<file path="src/pidsp_pkg.sv">
// Shared constants, control word types and the microcode program of the PID servo block.
`timescale 1ns / 1ps
`default_nettype none

package pidsp_pkg;

    // Angle scale: one full turn of the sensor.
    localparam int ANGLE_FULL_SCALE = 4096;
    localparam int ANGLE_BITS       = $clog2(ANGLE_FULL_SCALE);
    // Rounded divide by a quarter turn is an arithmetic shift.
    localparam int PID_SHIFT        = ANGLE_BITS - 2;
    localparam int PID_HALF         = 1 << (PID_SHIFT - 1);

    // Q2.14 drive scale.
    localparam int ONE_Q14          = 16384;
    localparam int DRIVE_FRAC       = 14;

    // Multiplier operand and product widths.
    localparam int MUL_W            = 17;
    localparam int PROD_W           = 2 * MUL_W;

    // Step counter.
    localparam int STEP_W           = 3;

    // Multiplier operand selection.
    localparam logic [2:0] MUL_NONE   = 3'd0;
    localparam logic [2:0] MUL_GI_ERR = 3'd1;
    localparam logic [2:0] MUL_GP_ERR = 3'd2;
    localparam logic [2:0] MUL_GD_DC  = 3'd3;
    localparam logic [2:0] MUL_PULSE  = 3'd4;

    // Accumulator operation.
    localparam logic [1:0] ACC_HOLD = 2'd0;
    localparam logic [1:0] ACC_LOAD = 2'd1;
    localparam logic [1:0] ACC_SUB  = 2'd2;

    // Write-back target.
    localparam logic [2:0] WR_NONE  = 3'd0;
    localparam logic [2:0] WR_PREP  = 3'd1;
    localparam logic [2:0] WR_INTEG = 3'd2;
    localparam logic [2:0] WR_DRIVE = 3'd3;
    localparam logic [2:0] WR_OUT   = 3'd4;

    // Program step addresses.
    localparam logic [STEP_W-1:0] STEP_PREP    = 3'd0;
    localparam logic [STEP_W-1:0] STEP_MUL_I   = 3'd1;
    localparam logic [STEP_W-1:0] STEP_INTEG   = 3'd2;
    localparam logic [STEP_W-1:0] STEP_LOAD_P  = 3'd3;
    localparam logic [STEP_W-1:0] STEP_SUB_D   = 3'd4;
    localparam logic [STEP_W-1:0] STEP_DRIVE   = 3'd5;
    localparam logic [STEP_W-1:0] STEP_MUL_PW  = 3'd6;
    localparam logic [STEP_W-1:0] STEP_OUT     = 3'd7;

    // One microcode word.
    typedef struct packed {
        logic [2:0]        mul;
        logic [1:0]        acc;
        logic [2:0]        wr;
        logic              jmp_idle;
        logic [STEP_W-1:0] jmp_to;
        logic              last;
    } t_uword;

    // Control group from the sequencer to the datapath.
    typedef struct packed {
        logic   busy;
        t_uword uw;
    } t_ctrl;

    // Microcode program. The first step skips the PID part when the loop is idle.
    function automatic t_uword ucode_rom(input logic [STEP_W-1:0] step);
        t_uword w;
        w = '{mul: MUL_NONE, acc: ACC_HOLD, wr: WR_NONE, jmp_idle: 1'b0,
              jmp_to: STEP_PREP, last: 1'b0};
        unique case (step)
            STEP_PREP: begin
                w.wr       = WR_PREP;
                w.jmp_idle = 1'b1;
                w.jmp_to   = STEP_MUL_PW;
            end
            STEP_MUL_I: begin
                w.mul = MUL_GI_ERR;
            end
            STEP_INTEG: begin
                w.wr  = WR_INTEG;
                w.mul = MUL_GP_ERR;
            end
            STEP_LOAD_P: begin
                w.acc = ACC_LOAD;
                w.mul = MUL_GD_DC;
            end
            STEP_SUB_D: begin
                w.acc = ACC_SUB;
            end
            STEP_DRIVE: begin
                w.wr = WR_DRIVE;
            end
            STEP_MUL_PW: begin
                w.mul = MUL_PULSE;
            end
            STEP_OUT: begin
                // Keep the pulse product in place while the output stalls.
                w.mul  = MUL_PULSE;
                w.wr   = WR_OUT;
                w.last = 1'b1;
            end
            default: begin
                w.last = 1'b1;
            end
        endcase
        return w;
    endfunction

endpackage

`default_nettype wire

</file>
<file path="src/pidsp_seq.sv">
// Step counter and microcode fetch for the PID servo block.
`timescale 1ns / 1ps
`default_nettype none

module pidsp_seq
    import pidsp_pkg::*;
(
    input  wire logic  i_clk,
    input  wire logic  i_rst_n,
    input  wire logic  i_start,
    input  wire logic  i_stall,
    input  wire logic  i_loop_idle,
    output t_ctrl      o_ctrl
);

    logic              r_busy;
    logic              n_busy;
    logic [STEP_W-1:0] r_step;
    logic [STEP_W-1:0] n_step;
    t_uword            uw;

    // Fetch the control word of the current step.
    assign uw = ucode_rom(r_step);

    // Next step: start, advance, jump, or finish once the result is placed.
    always_comb begin
        n_busy = r_busy;
        n_step = r_step;
        if (!r_busy) begin
            if (i_start) begin
                n_busy = 1'b1;
                n_step = STEP_PREP;
            end
        end else if (uw.last) begin
            if (!i_stall) begin
                n_busy = 1'b0;
            end
        end else if (uw.jmp_idle && i_loop_idle) begin
            n_step = uw.jmp_to;
        end else begin
            n_step = r_step + STEP_W'(1);
        end
    end

    always_ff @(posedge i_clk) begin
        if (!i_rst_n) begin
            r_busy <= 1'b0;
            r_step <= STEP_PREP;
        end else begin
            r_busy <= n_busy;
            r_step <= n_step;
        end
    end

    assign o_ctrl.busy = r_busy;
    assign o_ctrl.uw   = uw;

endmodule

`default_nettype wire

</file>
<file path="src/pid_angle_to_servo_pulse_core.sv">
// Top level of the PID servo block: registers, shared multiplier datapath and stream ports.
//
//  Channel   Direction  Handshake                 Beat contents
//  s_axis    in         tvalid / tready           angle sample, manual drive, load flag
//  m_axis    out        tvalid / tready           drive value, pulse ticks, pulse enable
//  apb       in/out     psel, penable, pready     8 registers at byte addresses 4*i
//
// A beat is accepted only while the program is idle, so the next beat waits until the
// program for the last one has finished; with the loop idle the PID steps are skipped.
// The single shared 17x17 multiplier serves four products of the program in sequence.
// Reset is synchronous and active low; it restores the register defaults and clears state.
// A finished result waits in the output register; a new beat is taken meanwhile, and the
// program holds only at its last step if the previous result has not yet been taken.
`timescale 1ns / 1ps
`default_nettype none

module pid_angle_to_servo_pulse_core
    import pidsp_pkg::*;
(
    input  wire logic        i_clk,
    input  wire logic        i_rst_n,
    // Input stream
    input  wire logic        s_axis_tvalid,
    output logic             s_axis_tready,
    input  wire logic [31:0] s_axis_tdata,   // angle_sample[11:0], manual_drive[27:12]
    input  wire logic [0:0]  s_axis_tuser,   // load_manual[0]
    // Output stream
    output logic             m_axis_tvalid,
    input  wire logic        m_axis_tready,
    output logic [31:0]      m_axis_tdata,   // drive_value[15:0], pulse_ticks[31:16]
    output logic [0:0]       m_axis_tuser,   // pulse_enabled[0]
    // Configuration port
    input  wire logic        psel,
    input  wire logic        penable,
    input  wire logic        pwrite,
    input  wire logic [4:0]  paddr,
    input  wire logic [31:0] pwdata,
    output logic [31:0]      prdata,
    output logic             pready
);

    // Register indexes.
    localparam logic [2:0] REG_GOAL    = 3'd0;
    localparam logic [2:0] REG_MODE    = 3'd1;
    localparam logic [2:0] REG_GAIN_P  = 3'd2;
    localparam logic [2:0] REG_GAIN_I  = 3'd3;
    localparam logic [2:0] REG_GAIN_D  = 3'd4;
    localparam logic [2:0] REG_MIN     = 3'd5;
    localparam logic [2:0] REG_NEUTRAL = 3'd6;
    localparam logic [2:0] REG_MAX     = 3'd7;

    localparam logic [1:0]  MODE_NONE     = 2'd0;
    localparam logic [1:0]  MODE_POSITION = 2'd1;
    localparam logic [12:0] GOAL_NONE     = 13'(ANGLE_FULL_SCALE);

    // Saturate a wide signed value to the Q2.14 range -1..+1.
    function automatic logic signed [15:0] clamp_one(input logic signed [PROD_W-1:0] v);
        logic signed [15:0] res;
        if (v > PROD_W'(ONE_Q14)) begin
            res = 16'(ONE_Q14);
        end else if (v < -PROD_W'(ONE_Q14)) begin
            res = -16'(ONE_Q14);
        end else begin
            res = v[15:0];
        end
        return res;
    endfunction

    // Configuration registers.
    logic [12:0]        r_goal;
    logic [1:0]         r_mode;
    logic signed [15:0] r_gain_p;
    logic signed [15:0] r_gain_i;
    logic signed [15:0] r_gain_d;
    logic [15:0]        r_min;
    logic [15:0]        r_neutral;
    logic [15:0]        r_max;

    // Loop state.
    logic signed [15:0] r_drive;
    logic signed [15:0] r_integ;
    logic [ANGLE_BITS-1:0] r_prev;
    logic               r_prev_valid;

    // Captured input beat.
    logic [ANGLE_BITS-1:0] r_sample;
    logic               r_load;
    logic signed [15:0] r_manual;

    // Datapath registers.
    logic signed [PROD_W-1:0] r_prod;
    logic signed [PROD_W-1:0] r_acc;

    // Output register.
    logic               r_out_valid;
    logic signed [15:0] r_out_drive;
    logic [15:0]        r_out_ticks;
    logic               r_out_en;

    t_ctrl ctrl;
    logic  in_acc;
    logic  cfg_wr;
    logic  mode_wr;
    logic  loop_idle;
    logic  stall;
    logic  do_out;
    logic  pulse_en;
    logic [2:0] reg_idx;

    logic signed [ANGLE_BITS-1:0] err;
    logic signed [ANGLE_BITS:0]   dc;
    logic signed [MUL_W-1:0]      mul_a;
    logic signed [MUL_W-1:0]      mul_b;
    logic signed [MUL_W-1:0]      delta;
    logic [15:0]                  drive_neg;
    logic [DRIVE_FRAC:0]          drive_mag;
    logic signed [PROD_W-1:0]     integ_sum;
    logic signed [PROD_W-1:0]     drive_sum;
    logic signed [PROD_W-1:0]     ticks_sum;

    // Handshakes.
    assign in_acc        = s_axis_tvalid && s_axis_tready;
    assign s_axis_tready = !ctrl.busy;
    assign pready        = 1'b1;
    assign reg_idx       = paddr[4:2];
    assign cfg_wr        = psel && penable && pwrite && pready;
    assign mode_wr       = cfg_wr && (reg_idx == REG_MODE);

    assign loop_idle = !((r_mode == MODE_POSITION) && (r_goal < GOAL_NONE));
    assign stall     = r_out_valid && !m_axis_tready;
    assign do_out    = ctrl.busy && (ctrl.uw.wr == WR_OUT) && !stall;

    pidsp_seq u_seq (
        .i_clk       (i_clk),
        .i_rst_n     (i_rst_n),
        .i_start     (in_acc),
        .i_stall     (stall),
        .i_loop_idle (loop_idle),
        .o_ctrl      (ctrl)
    );

    // Configuration writes.
    always_ff @(posedge i_clk) begin
        if (!i_rst_n) begin
            r_goal    <= GOAL_NONE;
            r_mode    <= MODE_NONE;
            r_gain_p  <= '0;
            r_gain_i  <= '0;
            r_gain_d  <= '0;
            r_min     <= 16'd2400;
            r_neutral <= 16'd12960;
            r_max     <= 16'd22200;
        end else if (cfg_wr) begin
            unique case (reg_idx)
                REG_GOAL:    r_goal    <= pwdata[12:0];
                REG_MODE:    r_mode    <= pwdata[1:0];
                REG_GAIN_P:  r_gain_p  <= pwdata[15:0];
                REG_GAIN_I:  r_gain_i  <= pwdata[15:0];
                REG_GAIN_D:  r_gain_d  <= pwdata[15:0];
                REG_MIN:     r_min     <= pwdata[15:0];
                REG_NEUTRAL: r_neutral <= pwdata[15:0];
                REG_MAX:     r_max     <= pwdata[15:0];
                default:     r_goal    <= r_goal;
            endcase
        end
    end

    // Register readback.
    always_comb begin
        unique case (reg_idx)
            REG_GOAL:    prdata = {19'd0, r_goal};
            REG_MODE:    prdata = {30'd0, r_mode};
            REG_GAIN_P:  prdata = {16'd0, r_gain_p};
            REG_GAIN_I:  prdata = {16'd0, r_gain_i};
            REG_GAIN_D:  prdata = {16'd0, r_gain_d};
            REG_MIN:     prdata = {16'd0, r_min};
            REG_NEUTRAL: prdata = {16'd0, r_neutral};
            REG_MAX:     prdata = {16'd0, r_max};
            default:     prdata = '0;
        endcase
    end

    // Capture the input beat.
    always_ff @(posedge i_clk) begin
        if (in_acc) begin
            r_sample <= s_axis_tdata[ANGLE_BITS-1:0];
            r_manual <= s_axis_tdata[27:12];
            r_load   <= s_axis_tuser[0];
        end
    end

    // Wrapped angle error and measurement change.
    assign err = r_goal[ANGLE_BITS-1:0] - r_sample;
    assign dc  = r_prev_valid ? ($signed({1'b0, r_sample}) - $signed({1'b0, r_prev}))
                              : '0;

    // Pulse interpolation operands: span toward the end point and drive magnitude.
    assign delta     = r_drive[15] ? ($signed({1'b0, r_min}) - $signed({1'b0, r_neutral}))
                                   : ($signed({1'b0, r_max}) - $signed({1'b0, r_neutral}));
    assign drive_neg = -r_drive;
    assign drive_mag = r_drive[15] ? drive_neg[DRIVE_FRAC:0] : r_drive[DRIVE_FRAC:0];

    // Shared multiplier operand selection.
    always_comb begin
        case (ctrl.uw.mul)
            MUL_GI_ERR: begin
                mul_a = MUL_W'(r_gain_i);
                mul_b = MUL_W'(err);
            end
            MUL_GP_ERR: begin
                mul_a = MUL_W'(r_gain_p);
                mul_b = MUL_W'(err);
            end
            MUL_GD_DC: begin
                mul_a = MUL_W'(r_gain_d);
                mul_b = MUL_W'(dc);
            end
            MUL_PULSE: begin
                mul_a = delta;
                mul_b = $signed({{(MUL_W-DRIVE_FRAC-1){1'b0}}, drive_mag});
            end
            default: begin
                mul_a = '0;
                mul_b = '0;
            end
        endcase
    end

    always_ff @(posedge i_clk) begin
        r_prod <= mul_a * mul_b;
    end

    // Accumulator for the proportional minus derivative term.
    always_ff @(posedge i_clk) begin
        case (ctrl.uw.acc)
            ACC_LOAD: r_acc <= r_prod;
            ACC_SUB:  r_acc <= r_acc - r_prod;
            default:  r_acc <= r_acc;
        endcase
    end

    // Rounded updates of the integral and the drive.
    assign integ_sum = PROD_W'(r_integ) + ((r_prod + PROD_W'(PID_HALF)) >>> PID_SHIFT);
    assign drive_sum = PROD_W'(r_integ) + ((r_acc + PROD_W'(PID_HALF)) >>> PID_SHIFT);
    assign ticks_sum = $signed({{(PROD_W-16){1'b0}}, r_neutral}) + (r_prod >>> DRIVE_FRAC);

    // Loop state updates.
    always_ff @(posedge i_clk) begin
        if (!i_rst_n) begin
            r_drive      <= '0;
            r_integ      <= '0;
            r_prev       <= '0;
            r_prev_valid <= 1'b0;
        end else if (mode_wr) begin
            r_integ      <= '0;
            r_prev_valid <= 1'b0;
        end else if (ctrl.busy) begin
            case (ctrl.uw.wr)
                WR_PREP: begin
                    if (r_load) begin
                        r_drive <= clamp_one(PROD_W'(r_manual));
                    end
                end
                WR_INTEG: begin
                    r_integ <= clamp_one(integ_sum);
                end
                WR_DRIVE: begin
                    r_drive      <= clamp_one(drive_sum);
                    r_prev       <= r_sample;
                    r_prev_valid <= 1'b1;
                end
                default: begin
                    r_drive <= r_drive;
                end
            endcase
        end
    end

    // Pulse output enable.
    assign pulse_en = (r_max != 16'd0) && (r_min != 16'd0) && (r_min < r_max);

    // Output register: loaded at the last step, emptied when the beat is taken.
    always_ff @(posedge i_clk) begin
        if (!i_rst_n) begin
            r_out_valid <= 1'b0;
        end else if (do_out) begin
            r_out_valid <= 1'b1;
        end else if (m_axis_tready) begin
            r_out_valid <= 1'b0;
        end
    end

    always_ff @(posedge i_clk) begin
        if (do_out) begin
            r_out_drive <= r_drive;
            r_out_ticks <= pulse_en ? ticks_sum[15:0] : 16'd0;
            r_out_en    <= pulse_en;
        end
    end

    assign m_axis_tvalid = r_out_valid;
    assign m_axis_tdata  = {r_out_ticks, r_out_drive};
    assign m_axis_tuser  = r_out_en;

    // The stored drive always lies within -1..+1.
    assert property (@(posedge i_clk) disable iff (!i_rst_n)
        (r_drive <= 16'sd16384) && (r_drive >= -16'sd16384))
        else $error("drive store out of range");

    // The integral always lies within -1..+1.
    assert property (@(posedge i_clk) disable iff (!i_rst_n)
        (r_integ <= 16'sd16384) && (r_integ >= -16'sd16384))
        else $error("integral out of range");

    // The previous sample is dropped only by a mode write.
    assert property (@(posedge i_clk) disable iff (!i_rst_n)
        $fell(r_prev_valid) |-> $past(mode_wr))
        else $error("previous sample dropped without mode write");

    // A new result appears only at the end of a running program.
    assert property (@(posedge i_clk) disable iff (!i_rst_n)
        $rose(r_out_valid) |-> $past(ctrl.busy) && $fell(ctrl.busy))
        else $error("result produced outside the last step");

endmodule

`default_nettype wire

</file>
<file path="config.mk">
export PLATFORM = sky130hd
export DESIGN_NAME = pid_angle_to_servo_pulse_core
export DESIGN_NICKNAME = d
export VERILOG_FILES = /design/src/pidsp_pkg.sv /design/src/pidsp_seq.sv /design/src/pid_angle_to_servo_pulse_core.sv
export SDC_FILE = /design/constraint.sdc
export NUM_CORES = 2
export LEC_CHECK = 0
export BUFFER_PORTS_ARGS = -buffer_cell sky130_fd_sc_hd__buf_2
export CAP_MARGIN = 20
export CORE_AREA = 2 2 329 331
export CTS_CLUSTER_DIAMETER = 50
export DETAILED_ROUTE_END_ITERATION = 8
export DIE_AREA = 0 0 331 333
export SLEW_MARGIN = 20
export SYNTH_ARGS = -nofsm -noshare
export SYNTH_HDL_FRONTEND = slang
export SYNTH_HIERARCHICAL = 1
export SYNTH_SLANG_ARGS = --single-unit
</file>
<file path="constraint.sdc">
create_clock -name i_clk -period 8.1 [get_ports i_clk]
set_input_delay 1.215 -clock i_clk [delete_from_list [all_inputs] [get_ports i_clk]]
set_output_delay 1.215 -clock i_clk [all_outputs]
set_load 0.005 [all_outputs]
</file>
# Yosys cells after proc, flatten, opt, wreduce, memory -nomap -nowiden

Cells that the tools add are included.

Bits in read-only memories: 0
Output and inout bits: 68
Bits in writable memories: 0
Bits of input ports: 77
Memories: 0
Bits in registers: 291
Logic and storage cells: 142
Latch bits: 0

Shift-type cells: 0
Bitwise gates (word level): 2
Mux-type cells: 30
Add/sub/neg operators: 12
Multipliers: 1
Div/mod/pow operators: 0
Reduce and logical (&&, ||, !) cells: 39
Eq/ne operators: 27
Magnitude comparators: 8

Operators by type and width:

| kind                     | count |
|---|---|
| $pmux W32 S8             | 1 |
| $mux W16                 | 7 |
| $add A34 B11 Y34 const B | 2 |
| $pmux W17 S4             | 1 |
| $pmux W34 S2             | 1 |
| $pmux W17 S3             | 1 |
| $add A16 B24 Y25         | 2 |
| $gt A25 B16 Y1 const B   | 2 |
| $lt A25 B15 Y1 const B   | 2 |
| $mul A17 B17 Y34         | 1 |
| $sub A16 B16 Y17         | 2 |
| $sub A34 B34 Y34         | 1 |
| $pmux W16 S2             | 1 |
| $reduce_bool A16 Y1      | 2 |
| $eq A3 B3 Y1 const B     | 10 |
| $eq A3 B2 Y1 const B     | 8 |
| $pmux W3 S4              | 2 |
| $reduce_and A2 Y1        | 11 |
| $mux W17                 | 1 |
| $add A16 B16 Y16         | 1 |
| $gt A16 B16 Y1 const B   | 1 |
| $lt A16 B15 Y1 const B   | 1 |
| $lt A16 B16 Y1           | 1 |
| $mux W15                 | 1 |
| other kinds (22)         | 56 |

# Logic depth before layout (Yosys ltp)

Depth in word-level cells: 7
Mapped depth: 39

# Modules after synthesis

The synthesis kept the hierarchy.

By module, submodules not included:

| module                        | seq. area each (µm²) | cells each | area an instance (µm²) | instances |
|---|---|---|---|---|
| pid_angle_to_servo_pulse_core | 6706.4               | 3720       | 31332.6                | 1 |
| pidsp_seq                     | 80.1                 | 46         | 365.4                  | 1 |

# Least setup slack after synthesis

No wires, ideal clock.

Path type: flip-flop to flip-flop
Start: reg r_drive[15]
End: reg r_prod[33]
Arrival: 8.886 ns
Library setup time: 0.072 ns
Data required time: 8.028 ns
Cell stages (with the launch flop): 39
Path slack: -0.858 ns
Period minus slack after synthesis: 8.958 ns
Path buffers: 3
Path through: dfxtp_1 -> clkbuf_1 -> clkbuf_1 -> mux2i_1 -> ha_1 -> fa_1 -> nor2b_1 -> o21ai_0 -> a21oi_1 -> o21ai_0 -> a21oi_1 -> o21ai_0 -> a21o_1 -> a211oi_1 -> a31oi_1 -> a211oi_1 -> clkbuf_1 -> nor2_1 -> [3 not listed] -> fa_1 -> inv_1 -> fa_1 -> fa_1 -> inv_1 -> fa_1 -> inv_1 -> ha_1 -> a21o_1 -> a21o_1 -> a21oi_1 -> o21bai_1 -> o41a_1 -> a41oi_1 -> nand3_1 -> a31o_2 -> a21oi_1 -> xnor2_1

Longest elaborated chain between the ends: 3
Elaborated cells between the ends (all ways): 5
Classes of those cells: mul (1); mux (4)

Ends and longest elaborated chain:

| what                                         | RTL line                                                                   | RTL |
|---|---|---|
| start: declaration                           | pid_angle_to_servo_pulse_core.sv:80                                        | `logic signed [15:0] r_drive;` |
| start signal: assignment                     | pid_angle_to_servo_pulse_core.sv:261                                       | `r_drive <= clamp_one(PROD_W'(r_manual));` |
| start signal: assignment                     | pid_angle_to_servo_pulse_core.sv:268                                       | `r_drive <= clamp_one(drive_sum);` |
| start signal: assignment                     | pid_angle_to_servo_pulse_core.sv:273                                       | `r_drive <= r_drive;` |
| $mux W17 or $mux W15 (tied branches)         | pid_angle_to_servo_pulse_core.sv:198, pid_angle_to_servo_pulse_core.sv:201 |  |
| $pmux W17 S4 or $pmux W17 S3 (tied branches) | pid_angle_to_servo_pulse_core.sv:205                                       | `case (ctrl.uw.mul)` |
| $mul A17 B17 Y34 *                           | pid_angle_to_servo_pulse_core.sv:230                                       | `r_prod <= mul_a * mul_b;` |
| end signal: assignment                       | pid_angle_to_servo_pulse_core.sv:230                                       |  |
| end: declaration                             | pid_angle_to_servo_pulse_core.sv:91                                        | `logic signed [PROD_W-1:0] r_prod;` |

Mark *: on every way between the ends. The rest lies on a longest branch, timed or not.
A chain may end at the register's enable or synchronous reset.

# Worst setup path after layout

Ends and elaborated chain as after synthesis.

==> summary.txt <==
GRT
  – Largest net degree at the start of global routing: 108
  – Most Crowded Layer GR: met2
  – Vias in the first global route: 27,886
  – GR Overflow Total: 0
  – Met1 Use GR: 0.251
  – First-pass GRT wire length: 159,000 µm
  – Met2 Track Usage GR: 0.297
  – Met3 Resource Use GR: 0.0258
  – GRT Overall Usage: 0.184
  – Initial antenna violation count: 3

Critical path
  – Buffers and inverters on the worst path: 3
  – Crit path arrival time: 8.91 ns
  – CP max stage delay: 0.55 ns
  – Reg2reg start: r_drive[15]$_SDFFE_PN0P_
  – Worst reg2reg path depth: 35
  – Cell family with most CP delay: adder cells
  – Setup CP Type: reg2reg
  – Critical path required time: 8.60 ns
  – CP max stage cell: fa_1
  – Most common cell on crit path: fa_1
  – R2r endpoint: r_prod[33]$_DFF_P_
  – R2R setup slack: -0.31 ns
  – Setup crit end kind: register
  – Startpoint type of the worst setup path: register
  – CP max FO: 5

Timing
  – Clock skew: 0.0619 ns
  – Final Hold Violating Endpoints: 0
  – Tightest Pin Transition: 1.08 ns
  – Fmax: 119 MHz
  – Period Utilization, post-route: 1.04
  – RSZ-0062 raised after global routing: true
  – Final worst slack: -0.314 ns
  – # setup viols final: 10
  – Post-layout min period: 8.41 ns
  – Worst hold slack: 0.468 ns
  – Fin Setup TNS: -1.78 ns
  – Max Slew Vio Count: 0
  – Worst slew margin: 0.276

Cells and area
  – Commonest cells after routing, fill and taps aside: 505 x inv_1, 453 x nand2_1, 370 x buf_4, 352 x nor2_1, 296 x fa_1
  – Fraction of layout cells with a size suffix above 1: 0.199
  – Nets: 4,793
  – Top Registers: r_acc (34), r_prod (34)
  – Layout area overhead: 23.0%
  – Commonest non-fill, non-tap cell in the layout: inv_1
  – Finished Core Util: 0.365

Route
  – Final wirelength: 103,000 µm
  – Routed wire per std cell: 18.3 µm
  – # DRC: 0
  – Via count: 28,272
  – Initial drt markers: 2,069
  – Antenna-violating nets left: 0
  – Via density: 5.04
  – DRT Pass-1 Iters: 5

Power and ir drop
  – Power Internal: 3.27 mW
  – Logic pwr share: 0.243
  – Clock Power Share: 0.419
  – Register share of total power: 0.338
  – PwrDens: 125 mW/mm²
  – Sw Pwr: 1.61 mW
  – Final Total Pwr: 4.88 mW
  – Max VDD drop: 0.000133 V
  – Sw frac: 0.331
  – Lkg Pwr: 17.2 nW

CTS
  – Clk_lat worst skew: 0.62 ns
  – Clk buf depth: 3
  – Reg clk slew, reported paths: 0.06 ns
  – Root Buffer: clkbuf_16
  – H-tree levels: 2
  – # clock sinks: 291
  – Num CTS Buffers: 44
  – CTS tree: built

Min path
  – Worst hold start: r_prev[2]$_SDFFE_PN0P_
  – Hold depth: 2
  – Worst hold-check path type: reg2reg
  – Hold Path End: r_prev[2]$_SDFFE_PN0P_

Logic synthesis
  – Mean Syn Cell Area: 8.42 µm²
  – Yosys warns: 6
  – Mapped cell area: 0.0317 mm²
  – Synthesized netlist cell count: 3,762

Floorplanning
  – Initial Utilization: 0.297
  – Die width: 331 µm
  – Die footprint: 0.110 mm²
  – Core ar.: 0.107 mm²
  – IO Pins: 145
  – Die Y: 333 µm
  – Row cnt: 120

Run
  – Max cap viols: 0

Run status
  – Failing checks: negative setup slack
  – Status: finished, violations left

Placement
  – Worst slack at placement: -0.736 ns
  – Port Buffer Count: 105
  – RePlAce Congestion: 0.927
  – Detail Placement HPWL: 82,900 µm
## power groups by stage
stage          sequential [mW]  combinational (mW)  clock [mW]
4_1_cts                   1.65                1.15        2.08
5_1_grt                   1.65                1.30        2.14
3_5_place_dp              1.68                1.10           0
3_3_place_gp              1.68                1.09           0
6_report                  1.65                1.19        2.05
2_1_floorplan             1.64               0.727           0
## per-layer routing
layer	wire, µm	part of all wire
met5	0	0
met4	4060	0.040
met3	6500	0.063
met2	46800	0.46
met1	45400	0.44
## through the flow
stage               area [µm²]  instances
floorplan                31900       3777
global placement         36300       5486
detailed placement       36300       5486
CTS                      38500       5593
global route             39000       5607
finish                   39000       5608
## layout make-up
| type | instances | area (µm²) |
|---|---|---|
| sequential | 291 | 6790 |
| clock buffer | 46 | 1140 |
| tap | 1403 | 1760 |
| multi-input combinational | 2800 | 23100 |
| antenna | 2 | 5.00 |
| timing repair buffer | 503 | 3720 |
| clock inverter | 36 | 447 |
| fill | 10872 | 67600 |
| inverter | 527 | 1980 |
## worst register-to-register path: cells and delay by family (launching register included)
kind	cells	cell delay, ns
buf+inv	3	0.13
simple gates	4	0.48
fa+ha+maj	9	3.83
compound gates	16	3.09
xor+xnor	2	0.22
mux	1	0.16
flops	1	0.36
## worst max path at each step
stage / from / endpoint / cells past startpoint
final: r_drive[15]$_SDFFE_PN0P_ / r_prod[33]$_DFF_P_ / 35
after global routing: r_sample[0]$_DFFE_PP_ / r_prod[33]$_DFF_P_ / 37
after CTS: r_sample[1]$_DFFE_PP_ / r_prod[33]$_DFF_P_ / 35
after detailed placement: r_sample[1]$_DFFE_PP_ / r_prod[33]$_DFF_P_ / 36
after global placement: r_sample[1]$_DFFE_PP_ / r_prod[33]$_DFF_P_ / 36
after floorplan: r_drive[15]$_SDFFE_PN0P_ / r_prod[33]$_DFF_P_ / 38
## repair_timing
item,in CTS,in global routing
hold buffers,0,0
gates resized for setup,124,88
endpoints found under the setup margin,17,15
gates cloned,0,1
setup buffers,26,15
pin swaps,117,116
No activity file was read; power rests on OpenSTA's default activity.
